File: src/design/tli_pkg.sv
// Shared types and constants of the terminal line input unit.
// Used by tli_decode and terminal_line_input_unit; no dependencies.
package tli_pkg;

  localparam int LINE_DEPTH = 64;
  localparam int AddrW      = $clog2(LINE_DEPTH);
  localparam int CountW     = 6;
  localparam int ByteW      = 8;

  localparam logic [ByteW-1:0] BYTE_BELL     = 8'd7;
  localparam logic [ByteW-1:0] BYTE_BS       = 8'd8;
  localparam logic [ByteW-1:0] BYTE_LF       = 8'd10;
  localparam logic [ByteW-1:0] BYTE_CR       = 8'd13;
  localparam logic [ByteW-1:0] BYTE_ESC      = 8'd27;
  localparam logic [ByteW-1:0] BYTE_SPACE    = 8'h20;
  localparam logic [ByteW-1:0] BYTE_LBRACKET = 8'h5B;
  localparam logic [ByteW-1:0] BYTE_TILDE    = 8'h7E;
  localparam logic [ByteW-1:0] BYTE_DEL      = 8'd127;
  localparam logic [ByteW-1:0] BYTE_ZERO     = 8'd0;

  localparam logic [CountW-1:0] LIMIT_RESET = 6'd63;
  localparam logic [CountW-1:0] CHAR_CAP    = CountW'(LINE_DEPTH - 2);

  typedef enum logic [1:0] {
    KIND_ECHO  = 2'd0,
    KIND_CHAR  = 2'd1,
    KIND_EMPTY = 2'd2
  } kind_e;

  typedef enum logic [1:0] {
    ESC_IDLE  = 2'd0,
    ESC_AFTER = 2'd1,
    ESC_CSI   = 2'd2
  } esc_e;

  typedef enum logic [1:0] {
    ACT_NONE  = 2'd0,
    ACT_ECHO  = 2'd1,
    ACT_ERASE = 2'd2,
    ACT_ENTER = 2'd3
  } act_e;

  typedef struct packed {
    act_e              act;
    logic [ByteW-1:0]  echo_byte;
    esc_e              esc_next;
    logic              store;
    logic [CountW-1:0] count_next;
  } decode_t;

endpackage

File: src/design/tli_decode.sv
// Byte classifier: escape tracking, line room check and next character count.
// Depends on tli_pkg.
module tli_decode (
  input  logic [tli_pkg::ByteW-1:0]  rx_byte_i,
  input  logic                       more_waiting_i,
  input  tli_pkg::esc_e              esc_i,
  input  logic [tli_pkg::CountW-1:0] count_i,
  input  logic [tli_pkg::CountW-1:0] limit_i,
  output tli_pkg::decode_t           dec_o
);

  logic [tli_pkg::CountW-1:0] cap;
  logic                       printable;

  always_comb begin
    if (limit_i <= 6'd1) begin
      cap = '0;
    end else if (limit_i - 6'd1 > tli_pkg::CHAR_CAP) begin
      cap = tli_pkg::CHAR_CAP;
    end else begin
      cap = limit_i - 6'd1;
    end
  end

  assign printable = (rx_byte_i >= tli_pkg::BYTE_SPACE) && (rx_byte_i <= tli_pkg::BYTE_TILDE);

  always_comb begin
    dec_o            = '0;
    dec_o.act        = tli_pkg::ACT_NONE;
    dec_o.echo_byte  = rx_byte_i;
    dec_o.esc_next   = tli_pkg::ESC_IDLE;
    dec_o.store      = 1'b0;
    dec_o.count_next = count_i;
    unique case (esc_i)
      tli_pkg::ESC_AFTER: begin
        if (rx_byte_i == tli_pkg::BYTE_LBRACKET) begin
          dec_o.esc_next = tli_pkg::ESC_CSI;
        end
      end
      tli_pkg::ESC_CSI: begin
        dec_o.esc_next = tli_pkg::ESC_IDLE;
      end
      default: begin
        if (rx_byte_i == tli_pkg::BYTE_CR || rx_byte_i == tli_pkg::BYTE_LF) begin
          dec_o.act        = tli_pkg::ACT_ENTER;
          dec_o.count_next = '0;
        end else if (rx_byte_i == tli_pkg::BYTE_BS || rx_byte_i == tli_pkg::BYTE_DEL) begin
          if (count_i != '0) begin
            dec_o.act        = tli_pkg::ACT_ERASE;
            dec_o.count_next = count_i - 6'd1;
          end
        end else if (rx_byte_i == tli_pkg::BYTE_ESC) begin
          if (more_waiting_i) begin
            dec_o.esc_next = tli_pkg::ESC_AFTER;
          end
        end else if (printable) begin
          dec_o.act = tli_pkg::ACT_ECHO;
          if (count_i >= cap) begin
            dec_o.echo_byte = tli_pkg::BYTE_BELL;
          end else begin
            dec_o.store      = 1'b1;
            dec_o.count_next = count_i + 6'd1;
          end
        end
      end
    endcase
  end

endmodule

File: src/design/terminal_line_input_unit.sv
// Top level of the terminal line input unit: sequencer, line store and output register.
// Depends on tli_pkg and tli_decode.
//
//   channel | direction | handshake              | payload
//   input   | in        | in_valid_i / in_stall_o | rx_byte_i, more_waiting_i
//   output  | out       | out_valid_o / out_stall_i | kind_o, value_o, last_o
//   config  | in        | cfg_we_i               | cfg_wdata_i (line_limit)
//
// Items are taken one at a time; each echo result then goes to the output register.
// Enter sends stored characters: S_LREAD registers a line store read, S_LDATA sends it.
// An item with no result frees the input at once; otherwise the input stalls
// until its last result sits in the output register. Output stall holds the sequencer.
// Reset clears count and escape state, sets limit to 63; the line store is not cleared.
module terminal_line_input_unit (
  input  logic                       clk_i,
  input  logic                       rst_ni,
  input  logic                       in_valid_i,
  output logic                       in_stall_o,
  input  logic [tli_pkg::ByteW-1:0]  rx_byte_i,
  input  logic                       more_waiting_i,
  output logic                       out_valid_o,
  input  logic                       out_stall_i,
  output logic [1:0]                 kind_o,
  output logic [tli_pkg::ByteW-1:0]  value_o,
  output logic                       last_o,
  input  logic                       cfg_we_i,
  input  logic [tli_pkg::CountW-1:0] cfg_wdata_i
);

  typedef enum logic [1:0] {
    S_IDLE,
    S_EMIT,
    S_LREAD,
    S_LDATA
  } state_e;

  state_e                     state_q;
  tli_pkg::act_e              act_q;
  logic [1:0]                 step_q;
  logic [tli_pkg::ByteW-1:0]  echo_q;
  logic [tli_pkg::CountW-1:0] line_len_q;
  logic [tli_pkg::AddrW-1:0]  idx_q;
  logic [tli_pkg::CountW-1:0] count_q;
  logic [tli_pkg::CountW-1:0] limit_q;
  tli_pkg::esc_e              esc_q;
  logic                       out_valid_q;
  tli_pkg::kind_e             kind_q;
  logic [tli_pkg::ByteW-1:0]  value_q;
  logic                       last_q;

  logic [tli_pkg::ByteW-1:0]  line_mem [tli_pkg::LINE_DEPTH];
  logic [tli_pkg::ByteW-1:0]  rdata_q;

  tli_pkg::decode_t           dec;
  logic                       in_xfer;
  logic                       slot_free;
  logic                       out_load;
  logic                       line_end;

  tli_decode u_decode (
    .rx_byte_i     (rx_byte_i),
    .more_waiting_i(more_waiting_i),
    .esc_i         (esc_q),
    .count_i       (count_q),
    .limit_i       (limit_q),
    .dec_o         (dec)
  );

  assign in_stall_o  = (state_q != S_IDLE);
  assign in_xfer     = in_valid_i && !in_stall_o;
  assign slot_free   = !out_valid_q || !out_stall_i;
  assign out_load    = slot_free && ((state_q == S_EMIT) || (state_q == S_LDATA));
  assign line_end    = (tli_pkg::CountW'(idx_q) == line_len_q - 6'd1);
  assign out_valid_o = out_valid_q;
  assign kind_o      = kind_q;
  assign value_o     = value_q;
  assign last_o      = last_q;

  always_ff @(posedge clk_i) begin
    if (in_xfer && dec.store) begin
      line_mem[count_q[tli_pkg::AddrW-1:0]] <= rx_byte_i;
    end
    if (state_q == S_LREAD) begin
      rdata_q <= line_mem[idx_q];
    end
  end

  always_ff @(posedge clk_i or negedge rst_ni) begin
    if (!rst_ni) begin
      limit_q <= tli_pkg::LIMIT_RESET;
    end else if (cfg_we_i) begin
      limit_q <= cfg_wdata_i;
    end
  end

  always_ff @(posedge clk_i or negedge rst_ni) begin
    if (!rst_ni) begin
      state_q     <= S_IDLE;
      act_q       <= tli_pkg::ACT_NONE;
      step_q      <= '0;
      echo_q      <= '0;
      line_len_q  <= '0;
      idx_q       <= '0;
      count_q     <= '0;
      esc_q       <= tli_pkg::ESC_IDLE;
      out_valid_q <= 1'b0;
      kind_q      <= tli_pkg::KIND_ECHO;
      value_q     <= '0;
      last_q      <= 1'b0;
    end else begin
      if (out_load) begin
        out_valid_q <= 1'b1;
      end else if (!out_stall_i) begin
        out_valid_q <= 1'b0;
      end
      unique case (state_q)
        S_IDLE: begin
          if (in_xfer) begin
            count_q    <= dec.count_next;
            esc_q      <= dec.esc_next;
            act_q      <= dec.act;
            echo_q     <= dec.echo_byte;
            line_len_q <= count_q;
            step_q     <= '0;
            idx_q      <= '0;
            if (dec.act != tli_pkg::ACT_NONE) begin
              state_q <= S_EMIT;
            end
          end
        end
        S_EMIT: begin
          if (slot_free) begin
            step_q <= step_q + 2'd1;
            unique case (act_q)
              tli_pkg::ACT_ERASE: begin
                kind_q  <= tli_pkg::KIND_ECHO;
                value_q <= (step_q == 2'd1) ? tli_pkg::BYTE_SPACE : tli_pkg::BYTE_BS;
                last_q  <= (step_q == 2'd2);
                if (step_q == 2'd2) begin
                  state_q <= S_IDLE;
                end
              end
              tli_pkg::ACT_ENTER: begin
                if (step_q == 2'd0) begin
                  kind_q  <= tli_pkg::KIND_ECHO;
                  value_q <= tli_pkg::BYTE_CR;
                  last_q  <= 1'b0;
                end else if (step_q == 2'd1) begin
                  kind_q  <= tli_pkg::KIND_ECHO;
                  value_q <= tli_pkg::BYTE_LF;
                  last_q  <= 1'b0;
                  if (line_len_q != '0) begin
                    state_q <= S_LREAD;
                  end
                end else begin
                  kind_q  <= tli_pkg::KIND_EMPTY;
                  value_q <= tli_pkg::BYTE_ZERO;
                  last_q  <= 1'b1;
                  state_q <= S_IDLE;
                end
              end
              default: begin
                kind_q  <= tli_pkg::KIND_ECHO;
                value_q <= echo_q;
                last_q  <= 1'b1;
                state_q <= S_IDLE;
              end
            endcase
          end
        end
        S_LREAD: begin
          state_q <= S_LDATA;
        end
        S_LDATA: begin
          if (slot_free) begin
            kind_q      <= tli_pkg::KIND_CHAR;
            value_q     <= rdata_q;
            last_q      <= line_end;
            if (line_end) begin
              state_q <= S_IDLE;
            end else begin
              idx_q   <= idx_q + 1'b1;
              state_q <= S_LREAD;
            end
          end
        end
        default: begin
          state_q <= S_IDLE;
        end
      endcase
    end
  end

endmodule

File: config.mk
export PLATFORM = sky130hd
export DESIGN_NAME = terminal_line_input_unit
export DESIGN_NICKNAME = d
export VERILOG_FILES = /design/src/design/tli_pkg.sv /design/src/design/tli_decode.sv /design/src/design/terminal_line_input_unit.sv
export SDC_FILE = /design/constraint.sdc
export NUM_CORES = 1
export LEC_CHECK = 0
export CAP_MARGIN = 20
export CORE_ASPECT_RATIO = 1.1
export CORE_MARGIN = 5
export CORE_UTILIZATION = 46
export DETAILED_ROUTE_END_ITERATION = 16
export DONT_BUFFER_PORTS = 1
export PLACE_DENSITY = 0.68
export SYNTH_ARGS = -nofsm -noshare
export SYNTH_HDL_FRONTEND = slang
export SYNTH_SLANG_ARGS = --single-unit
File: constraint.sdc
create_clock -name clk_i -period 11.9 [get_ports clk_i]
set_clock_uncertainty 0.1 [all_clocks]
set_input_delay 3.57 -clock clk_i [delete_from_list [all_inputs] [get_ports clk_i]]
set_output_delay 3.57 -clock clk_i [all_outputs]
set_load 0.005 [all_outputs]
==> impl_metrics.sql, run 1 <==
INSERT INTO impl_metrics (metric_group, metric, value, unit) VALUES
('critical_path', 'cp_data_arrival_time', '6230', 'ps'),
('clock_tree', 'cts_tree', 'done', ''),
('synth', 'syn_area', '23300', 'µm²'),
('critical_path', 'timing.reg2reg.worst_path_depth', '13', ''),
('critical_path', 'cp_data_required_time', '12010', 'ps'),
('routing', 'wire_per_inst', '26.9', 'µm'),
('critical_path', 'critPathLaunchType', 'input port', ''),
('clock_tree', 'clkLatencyLatePin', '590', 'ps'),
('sta', 'fin_worst_hold_slack', '370', 'ps'),
('synth', 'yosysUniqueCellTypes', '66', ''),
('die', 'die_y', '246', 'µm'),
('synth', 'postSynth.asyncResetShare', '9.09', '%'),
('synth', 'synth_enable_flop_cells', '520', ''),
('die', 'core_region_area', '50100', 'µm²'),
('synth', 'postSynthRegisterBits', '572', ''),
('power_and_ir_drop', 'leakage', '8.10', 'nW'),
('synth', 'postSynthNetCount', '1302', ''),
('power_and_ir_drop', 'power.clock.fraction', '37.1', '%'),
('placement', 'finalWeightedCongestion', '0.871', ''),
('placement', 'place.detailed.hpwl', '32200', 'µm'),
('power_and_ir_drop', 'ir_drop', '0.148', 'mV'),
('die', 'chipWidth', '225', 'µm'),
('routing', 'via_count', '12000', ''),
('critical_path', 'critPathSlowestCell', 'nor2_1', ''),
('final_layout', 'final_layout_size_suffix_gt1_share', '20.3', '%'),
('die', 'floorplan.rows', '86', ''),
('final_layout', 'layout.cells.most_common_list', '520 x edfxtp_1, 128 x mux4_2, 76 x nor2_1, 72 x nand2_1, 55 x clkbuf_16', ''),
('clock_tree', 'number_of_cts_inserted_buffers', '54', ''),
('clock_tree', 'cts_setup_buffers', '0', ''),
('final_layout', 'layout.cells.most_common', 'edfxtp_1', ''),
('die', 'number_of_ports_placed_on_the_die_boundary', '33', ''),
('critical_path', 'timing_worst_setup_path_type', 'in2reg', ''),
('sta', 'worst_tran_pin_value', '1090', 'ps'),
('synth', 'postSynthCellCount', '1262', ''),
('clock_tree', 'clock_sinks', '572', ''),
('global_routing', 'grtUsageTotal', '19.4', '%'),
('sta', 'drv_slew', '0', ''),
('min_path', 'min_path_cells', '2', ''),
('synth', 'synth_area_leaders', 'edfxtp_1 67%, mux4_2 12%, dfrtp_1 4.9%', ''),
('min_path', 'min-delay-start', 'echo_q[6]', ''),
('clock_tree', 'post_cts.resized_instances', '0', ''),
('power_and_ir_drop', 'swShare', '24.3', '%'),
('global_routing', 'largest_net_degree_at_the_start_of_global_routing', '72', ''),
('routing', 'routed_via_density', '6.11', ''),
('clock_tree', 'number_of_h_tree_branching_levels', '2', ''),
('global_routing', 'overflow', '0', ''),
('critical_path', 'critPathMaxStageDelay', '870', 'ps'),
('synth', 'post_synth.cell_area_avg', '18.5', 'µm²'),
('routing', 'detail-route-antenna-nets', '0', ''),
('critical_path', 'r2r_setup_slack', '6760', 'ps'),
('critical_path', 'worstReg2RegStart', 'limit_q[0]', ''),
('critical_path', 'path_cells', 'o21bai_1 -> o21ba_2 -> o211ai_2 -> nor2_2 -> nand4_1 -> nor2_1', ''),
('critical_path', 'timing.critical_path.max_delay_family', 'simple AND/OR/NAND/NOR gates', ''),
('sta', 'finalHoldViolCount', '0', ''),
('final_layout', 'post_layout_nets', '1303', ''),
('synth', 'ys_dominant_reg_cell', 'edfxtp_1', ''),
('critical_path', 'r2r_end', 'line_mem[62][1]', ''),
('global_routing', 'grt_pass1_vias', '11800', ''),
('die', 'start_util', '46.5', '%'),
('synth', 'part_of_the_yosys_area_used_for_sequential_elements', '72.5', '%'),
('clock_tree', 'ctsLongestPathBuffers', '3', ''),
('status', 'run_status', 'completed', ''),
('final_layout', 'finish.utilization', '51.2', '%'),
('routing', 'drc_marker_count_from_the_first_detailed_route_iteration', '1598', ''),
('routing', 'route.final.wire_length', '52900', 'µm'),
('critical_path', 'crit_path_max_fanout', '69', ''),
('sta', 'maxClockFrequency', '0.164', 'GHz'),
('critical_path', 'cp_num_buf_inv', '0', ''),
('routing', 'firstDrtPassIters', '5', ''),
('clock_tree', 'cts.reportedPaths.clkPinSlew', '60', 'ps'),
('clock_tree', 'clockRootBuffer', 'clkbuf_16', '');
layer usage:
metal / up-vias / global-route usage [%] / routed length, µm
li1: 5123 / - / -
met1: 6196 / 28.1 / 21800
met2: 612 / 30.0 / 24800
met3: 95 / 4.15 / 4540
met4: 0 / 6.16 / 1720
met5: - / 0 / 0
cells by family after synthesis:
| logic type | share of synthesized area [%] |
|---|---|
| AOI/OAI and AO/OA | 4.58 |
| xor gates and xnor gates | 0.450 |
| adders and majority gates | 1.07 |
| buffers and inverters | 2.04 |
| DFF | 72.5 |
| muxes | 14.2 |
| and+or+nand+nor | 5.14 |
state kept, by name, summed over array words and instances, names as in the netlist:
name,cells
line_mem,512
echo_q,8
rdata_q,8
value_o,8
count_q,6
idx_q,6
limit_q,6
line_len_q,6
act_q,2
esc_q,2
kind_o,2
state_q,2
step_q,2
last_o,1
out_valid_o,1
cell type report:
cell class | instances | area, µm²
Clock inverter | 40 | 408
Fill cell | 3957 | 24500
Sequential cell | 572 | 16900
Multi-Input combinational cell | 599 | 5930
Timing Repair Buffer | 17 | 113
Tap cell | 660 | 826
Inverter | 19 | 71.3
Clock buffer | 61 | 1400
synth_stat cells, types with 3 or more instances:
cell type    n
nand4_1      4
mux2_2      14
nand2b_1     7
buf_6        7
mux4_1       5
or3_1        3
o21ai_0     39
mux2i_1     14
a31oi_1      4
ha_1        20
or3b_2       4
inv_1       19
o21ai_1     10
and3_1       4
xnor2_1      9
a22oi_1     16
buf_2       15
nor2b_1     12
xor2_1       3
nand3b_1     5
a21oi_1     14
nor2_1      76
clkbuf_1    35
nand3_1     18
or2_2        5
buf_1        8
a21o_1       4
o211ai_1     6
nand2_1     72
nor3b_1      3
o221ai_1     8
and2_1       4
dfrtp_1     46
o22ai_1      7
mux4_2     128
a22o_1      10
nor3_1      22
dfstp_2      6
edfxtp_1   520
nand4b_1     3
a221oi_1    17
power groups by stage:
stage	clock [W]	sequential [W]	combinational (W)
finish	0.00174	0.00235	0.000599
global route	0.00186	0.00236	0.000661
CTS	0.00177	0.00235	0.000603
detailed placement	0	0.00239	0.000599
global placement	0	0.00239	0.000593
floorplan	0	0.00234	0.000521
how the worst max path moves through the flow:
| stage | startpoint | to | slack, ps | cells past startpoint |
|---|---|---|---|---|
| final | rx_byte_i[7] | line_mem[62][1] | 5790 | 6 |
| after global routing | rx_byte_i[7] | line_mem[54][3] | 5690 | 6 |
| after CTS | rx_byte_i[7] | line_mem[54][2] | 5810 | 6 |
| after detailed placement | rx_byte_i[7] | line_mem[54][7] | 5190 | 6 |
| after global placement | rx_byte_i[7] | line_mem[59][1] | 5250 | 6 |
| after floorplan | rx_byte_i[7] | line_mem[21][0] | 6100 | 7 |
worst reg2reg max path, delay by kind of cell (launching register included):
family / cells / cell delay, ps
AOI/OAI and AO/OA: 4 / 1050
DFF: 1 / 570
buffers and inverters: 1 / 80
and+or+nand+nor: 6 / 2450
adders and majority gates: 2 / 510
per-stage QoR:
step / power [W] / instance area (µm²) / instances / worst slack [ps]
2_1_floorplan: 0.00286 / 23300 / 1262 / 6100
3_3_place_gp: 0.00298 / 23800 / 1859 / 5250
3_5_place_dp: 0.00299 / 23800 / 1860 / 5190
4_1_cts: 0.00471 / 25600 / 1961 / 5810
5_1_grt: 0.00488 / 25700 / 1968 / 5690
6_report: 0.00469 / 25700 / 1968 / 5790
(Power assumes the default switching activity.)
==> run 2: changes to the inputs <==
--- a/config.mk
+++ b/config.mk
@@ -11,7 +11,7 @@
 export CORE_UTILIZATION = 46
 export DETAILED_ROUTE_END_ITERATION = 16
 export DONT_BUFFER_PORTS = 1
-export PLACE_DENSITY = 0.68
+export PLACE_DENSITY = 0.7
 export SYNTH_ARGS = -nofsm -noshare
 export SYNTH_HDL_FRONTEND = slang
 export SYNTH_SLANG_ARGS = --single-unit
==> constraint.sdc (replaced) <==
create_clock -name clk_i -period 5.6 [get_ports clk_i]
set_clock_uncertainty 0.1 [all_clocks]
set_input_delay 1.68 -clock clk_i [delete_from_list [all_inputs] [get_ports clk_i]]
set_output_delay 1.68 -clock clk_i [all_outputs]
set_load 0.005 [all_outputs]
==> impl_metrics.sql, run 2 (synthesized netlist as in run 1, its figures left out) <==
INSERT INTO impl_metrics (metric_group, metric, value, unit) VALUES
('status', 'run_status', 'completed', ''),
('placement', 'port_buffers', '0', ''),
('routing', 'detail-route-antenna-nets', '0', ''),
('die', 'start_util', '46.5', '%'),
('sta', 'rsz0062_at_grt', 'no', ''),
('sta', 'finalHoldViolCount', '0', ''),
('flow_run', 'timing.max_cap.violations', '0', ''),
('power_and_ir_drop', 'cellInternalPower', '0.00765', 'W'),
('clock_tree', 'ctsLongestPathBuffers', '3', ''),
('power_and_ir_drop', 'leakage', '8.32', 'nW'),
('min_path', 'hold_path_class', 'reg2reg', ''),
('routing', 'via_count', '12200', ''),
('clock_tree', 'clkLatencyLatePin', '600', 'ps'),
('routing', 'met2RoutedLength', '25100', 'µm'),
('clock_tree', 'clockRootBuffer', 'clkbuf_16', ''),
('routing', 'route.final.wire_length', '52000', 'µm'),
('power_and_ir_drop', 'ir_drop', '0.264', 'mV'),
('power_and_ir_drop', 'share_of_total_power_in_combinational_logic', '12.6', '%'),
('global_routing', 'grtUsageTotal', '19.1', '%'),
('sta', 'max-slew-margin-rel', '23.5', '%'),
('routing', 'dr_wl_met3', '4010', 'µm'),
('global_routing', 'largest_net_degree_at_the_start_of_global_routing', '72', ''),
('die', 'die_area', '55300', 'µm²'),
('final_layout', 'instances_no_fill', '2003', ''),
('final_layout', 'final_layout_size_suffix_gt1_share', '22.3', '%'),
('sta', 'period_share', '85.7', '%'),
('final_layout', 'insertedDiodeCount', '0', ''),
('routing', 'routed_metal_1_wire_length', '21400', 'µm'),
('power_and_ir_drop', 'power.clock.fraction', '37.8', '%'),
('final_layout', 'largest_reg_flops', '512', ''),
('placement', 'dp_cells', '1901', ''),
('power_and_ir_drop', 'sequentialPowerShare', '49.6', '%'),
('routing', 'top_layer', 'met4', ''),
('routing', 'routed_via_density', '6.08', ''),
('global_routing', 'grt_pass1_vias', '12300', ''),
('critical_path', 'timing_worst_setup_path_type', 'reg2reg', ''),
('die', 'die_y', '246', 'µm'),
('power_and_ir_drop', 'cellPowerDensity', '387', 'nW/µm²'),
('global_routing', 'overflow', '0', ''),
('placement', 'place.detailed.hpwl', '31000', 'µm'),
('routing', 'drc_errors', '0', ''),
('power_and_ir_drop', 'swShare', '24.2', '%'),
('final_layout', 'syn2layout_area_growth', '11.7', '%'),
('routing', 'drc_marker_count_from_the_first_detailed_route_iteration', '1419', ''),
('critical_path', 'endpoint_kind', 'register', ''),
('final_layout', 'post_layout_nets', '1339', ''),
('final_layout', 'layout.cells.most_common_list', '520 x edfxtp_1, 128 x mux4_2, 76 x nor2_1, 72 x nand2_1, 57 x clkbuf_16', ''),
('power_and_ir_drop', 'net-switching-power', '0.00245', 'W'),
('critical_path', 'cp_data_arrival_time', '4930', 'ps'),
('critical_path', 'cp_data_required_time', '5720', 'ps'),
('sta', 'drv_slew', '0', ''),
('clock_tree', 'cts_setup_buffers', '0', ''),
('sta', 'fin_tns_setup', '0', 'ps'),
('sta', 'finalSetupViolCount', '0', ''),
('clock_tree', 'clock_sinks', '572', ''),
('die', 'core_region_area', '50100', 'µm²'),
('routing', 'firstDrtPassIters', '5', ''),
('sta', 'maxClockFrequency', '0.208', 'GHz'),
('global_routing', 'antenna_violations_before_repair', '0', ''),
('placement', 'finalWeightedCongestion', '0.861', ''),
('die', 'number_of_ports_placed_on_the_die_boundary', '33', ''),
('clock_tree', 'number_of_cts_inserted_buffers', '56', ''),
('clock_tree', 'post_cts.resized_instances', '0', ''),
('clock_tree', 'cts.reportedPaths.clkPinSlew', '60', 'ps'),
('sta', 'final_period_minus_worst_setup_slack', '4800', 'ps'),
('routing', 'wire_per_inst', '25.9', 'µm'),
('final_layout', 'layout.cells.most_common', 'edfxtp_1', ''),
('critical_path', 'critPathLaunchType', 'register', ''),
('global_routing', 'grt_pass1_wl', '79500', 'µm'),
('die', 'chipWidth', '225', 'µm'),
('sta', 'worst_tran_pin_value', '1150', 'ps'),
('critical_path', 'crit_path_max_fanout', '9', ''),
('clock_tree', 'cts_tree', 'done', ''),
('clock_tree', 'postCtsHoldBufs', '0', ''),
('final_layout', 'layout.filler_cells', '3898', ''),
('die', 'floorplan.rows', '86', ''),
('clock_tree', 'number_of_h_tree_branching_levels', '2', '');
==> run 2: per-layer routing <==
layer / up-vias / global-route usage (%)
li1: 5182 / -
met5: - / 0
met1: 6386 / 27.3
met2: 523 / 30.3
met4: 0 / 6.14
met3: 80 / 3.42
==> run 2: per-stage QoR <==
| stage | power [W] | hold slack (ps) | instance area [µm²] | setup slack, ps | util (%) |
|---|---|---|---|---|---|
| after floorplan | 0.00607 | 331 | 23300 | 1610 | - |
| after global placement | 0.00634 | 351 | 24200 | 1030 | 48.3 |
| after detailed placement | 0.00637 | 357 | 24200 | 892 | 48.3 |
| after CTS | 0.0102 | 371 | 26100 | 763 | 52.0 |
| after global routing | 0.0105 | 417 | 26100 | 624 | 52.0 |
| final | 0.0101 | 368 | 26100 | 799 | 52.0 |
==> run 2: final cells by class <==
cell class / count / area (µm²) / area share [%]
clock inverters: 33 / 373 / 1.43
well taps: 660 / 826 / 3.17
multi-input cells: 599 / 5930 / 22.8
flip-flops and latches: 572 / 16900 / 65.0
clock buffers: 69 / 1490 / 5.72
repair buffers: 51 / 433 / 1.66
inverters: 19 / 71.3 / 0.274
==> run 2: path summary, 6_finish.rpt <==
path                                  from              to  slack (ps)  cells past startpoint
max in group asynchronous           rst_ni      limit_q[0]        4540                      0
worst min register to register   echo_q[6]       echo_q[6]         370                      2
worst min-delay path             echo_q[6]       echo_q[6]         370                      2
min in group asynchronous           rst_ni       echo_q[5]         680                      0
worst max register to register  limit_q[0]  line_mem[8][7]         800                     13
worst max-delay path            limit_q[0]  line_mem[8][7]         800                     13
==> run 2: critical path, cell delays in order, from the launching register on <==
cell and delay [ps]:
dfstp_2 560, inv_1 70, ha_1 250, nor2b_1 180
o2111ai_1 140, a211o_1 260, and3_1 180, ha_1 260
nand2b_1 140, a31oi_1 320, o211ai_2 260, nor2_2 280
nand3_1 620, nor2_1 810
==> run 2: power by group through the flow <==
| stage | logic (W) | clock network (W) | registers [W] |
|---|---|---|---|
| final | 0.00127 | 0.00381 | 0.00501 |
| after global routing | 0.00139 | 0.00406 | 0.00504 |
| after CTS | 0.00127 | 0.00387 | 0.00501 |
| after detailed placement | 0.00127 | 0 | 0.00510 |
| after global placement | 0.00125 | 0 | 0.00510 |
| after floorplan | 0.00111 | 0 | 0.00497 |
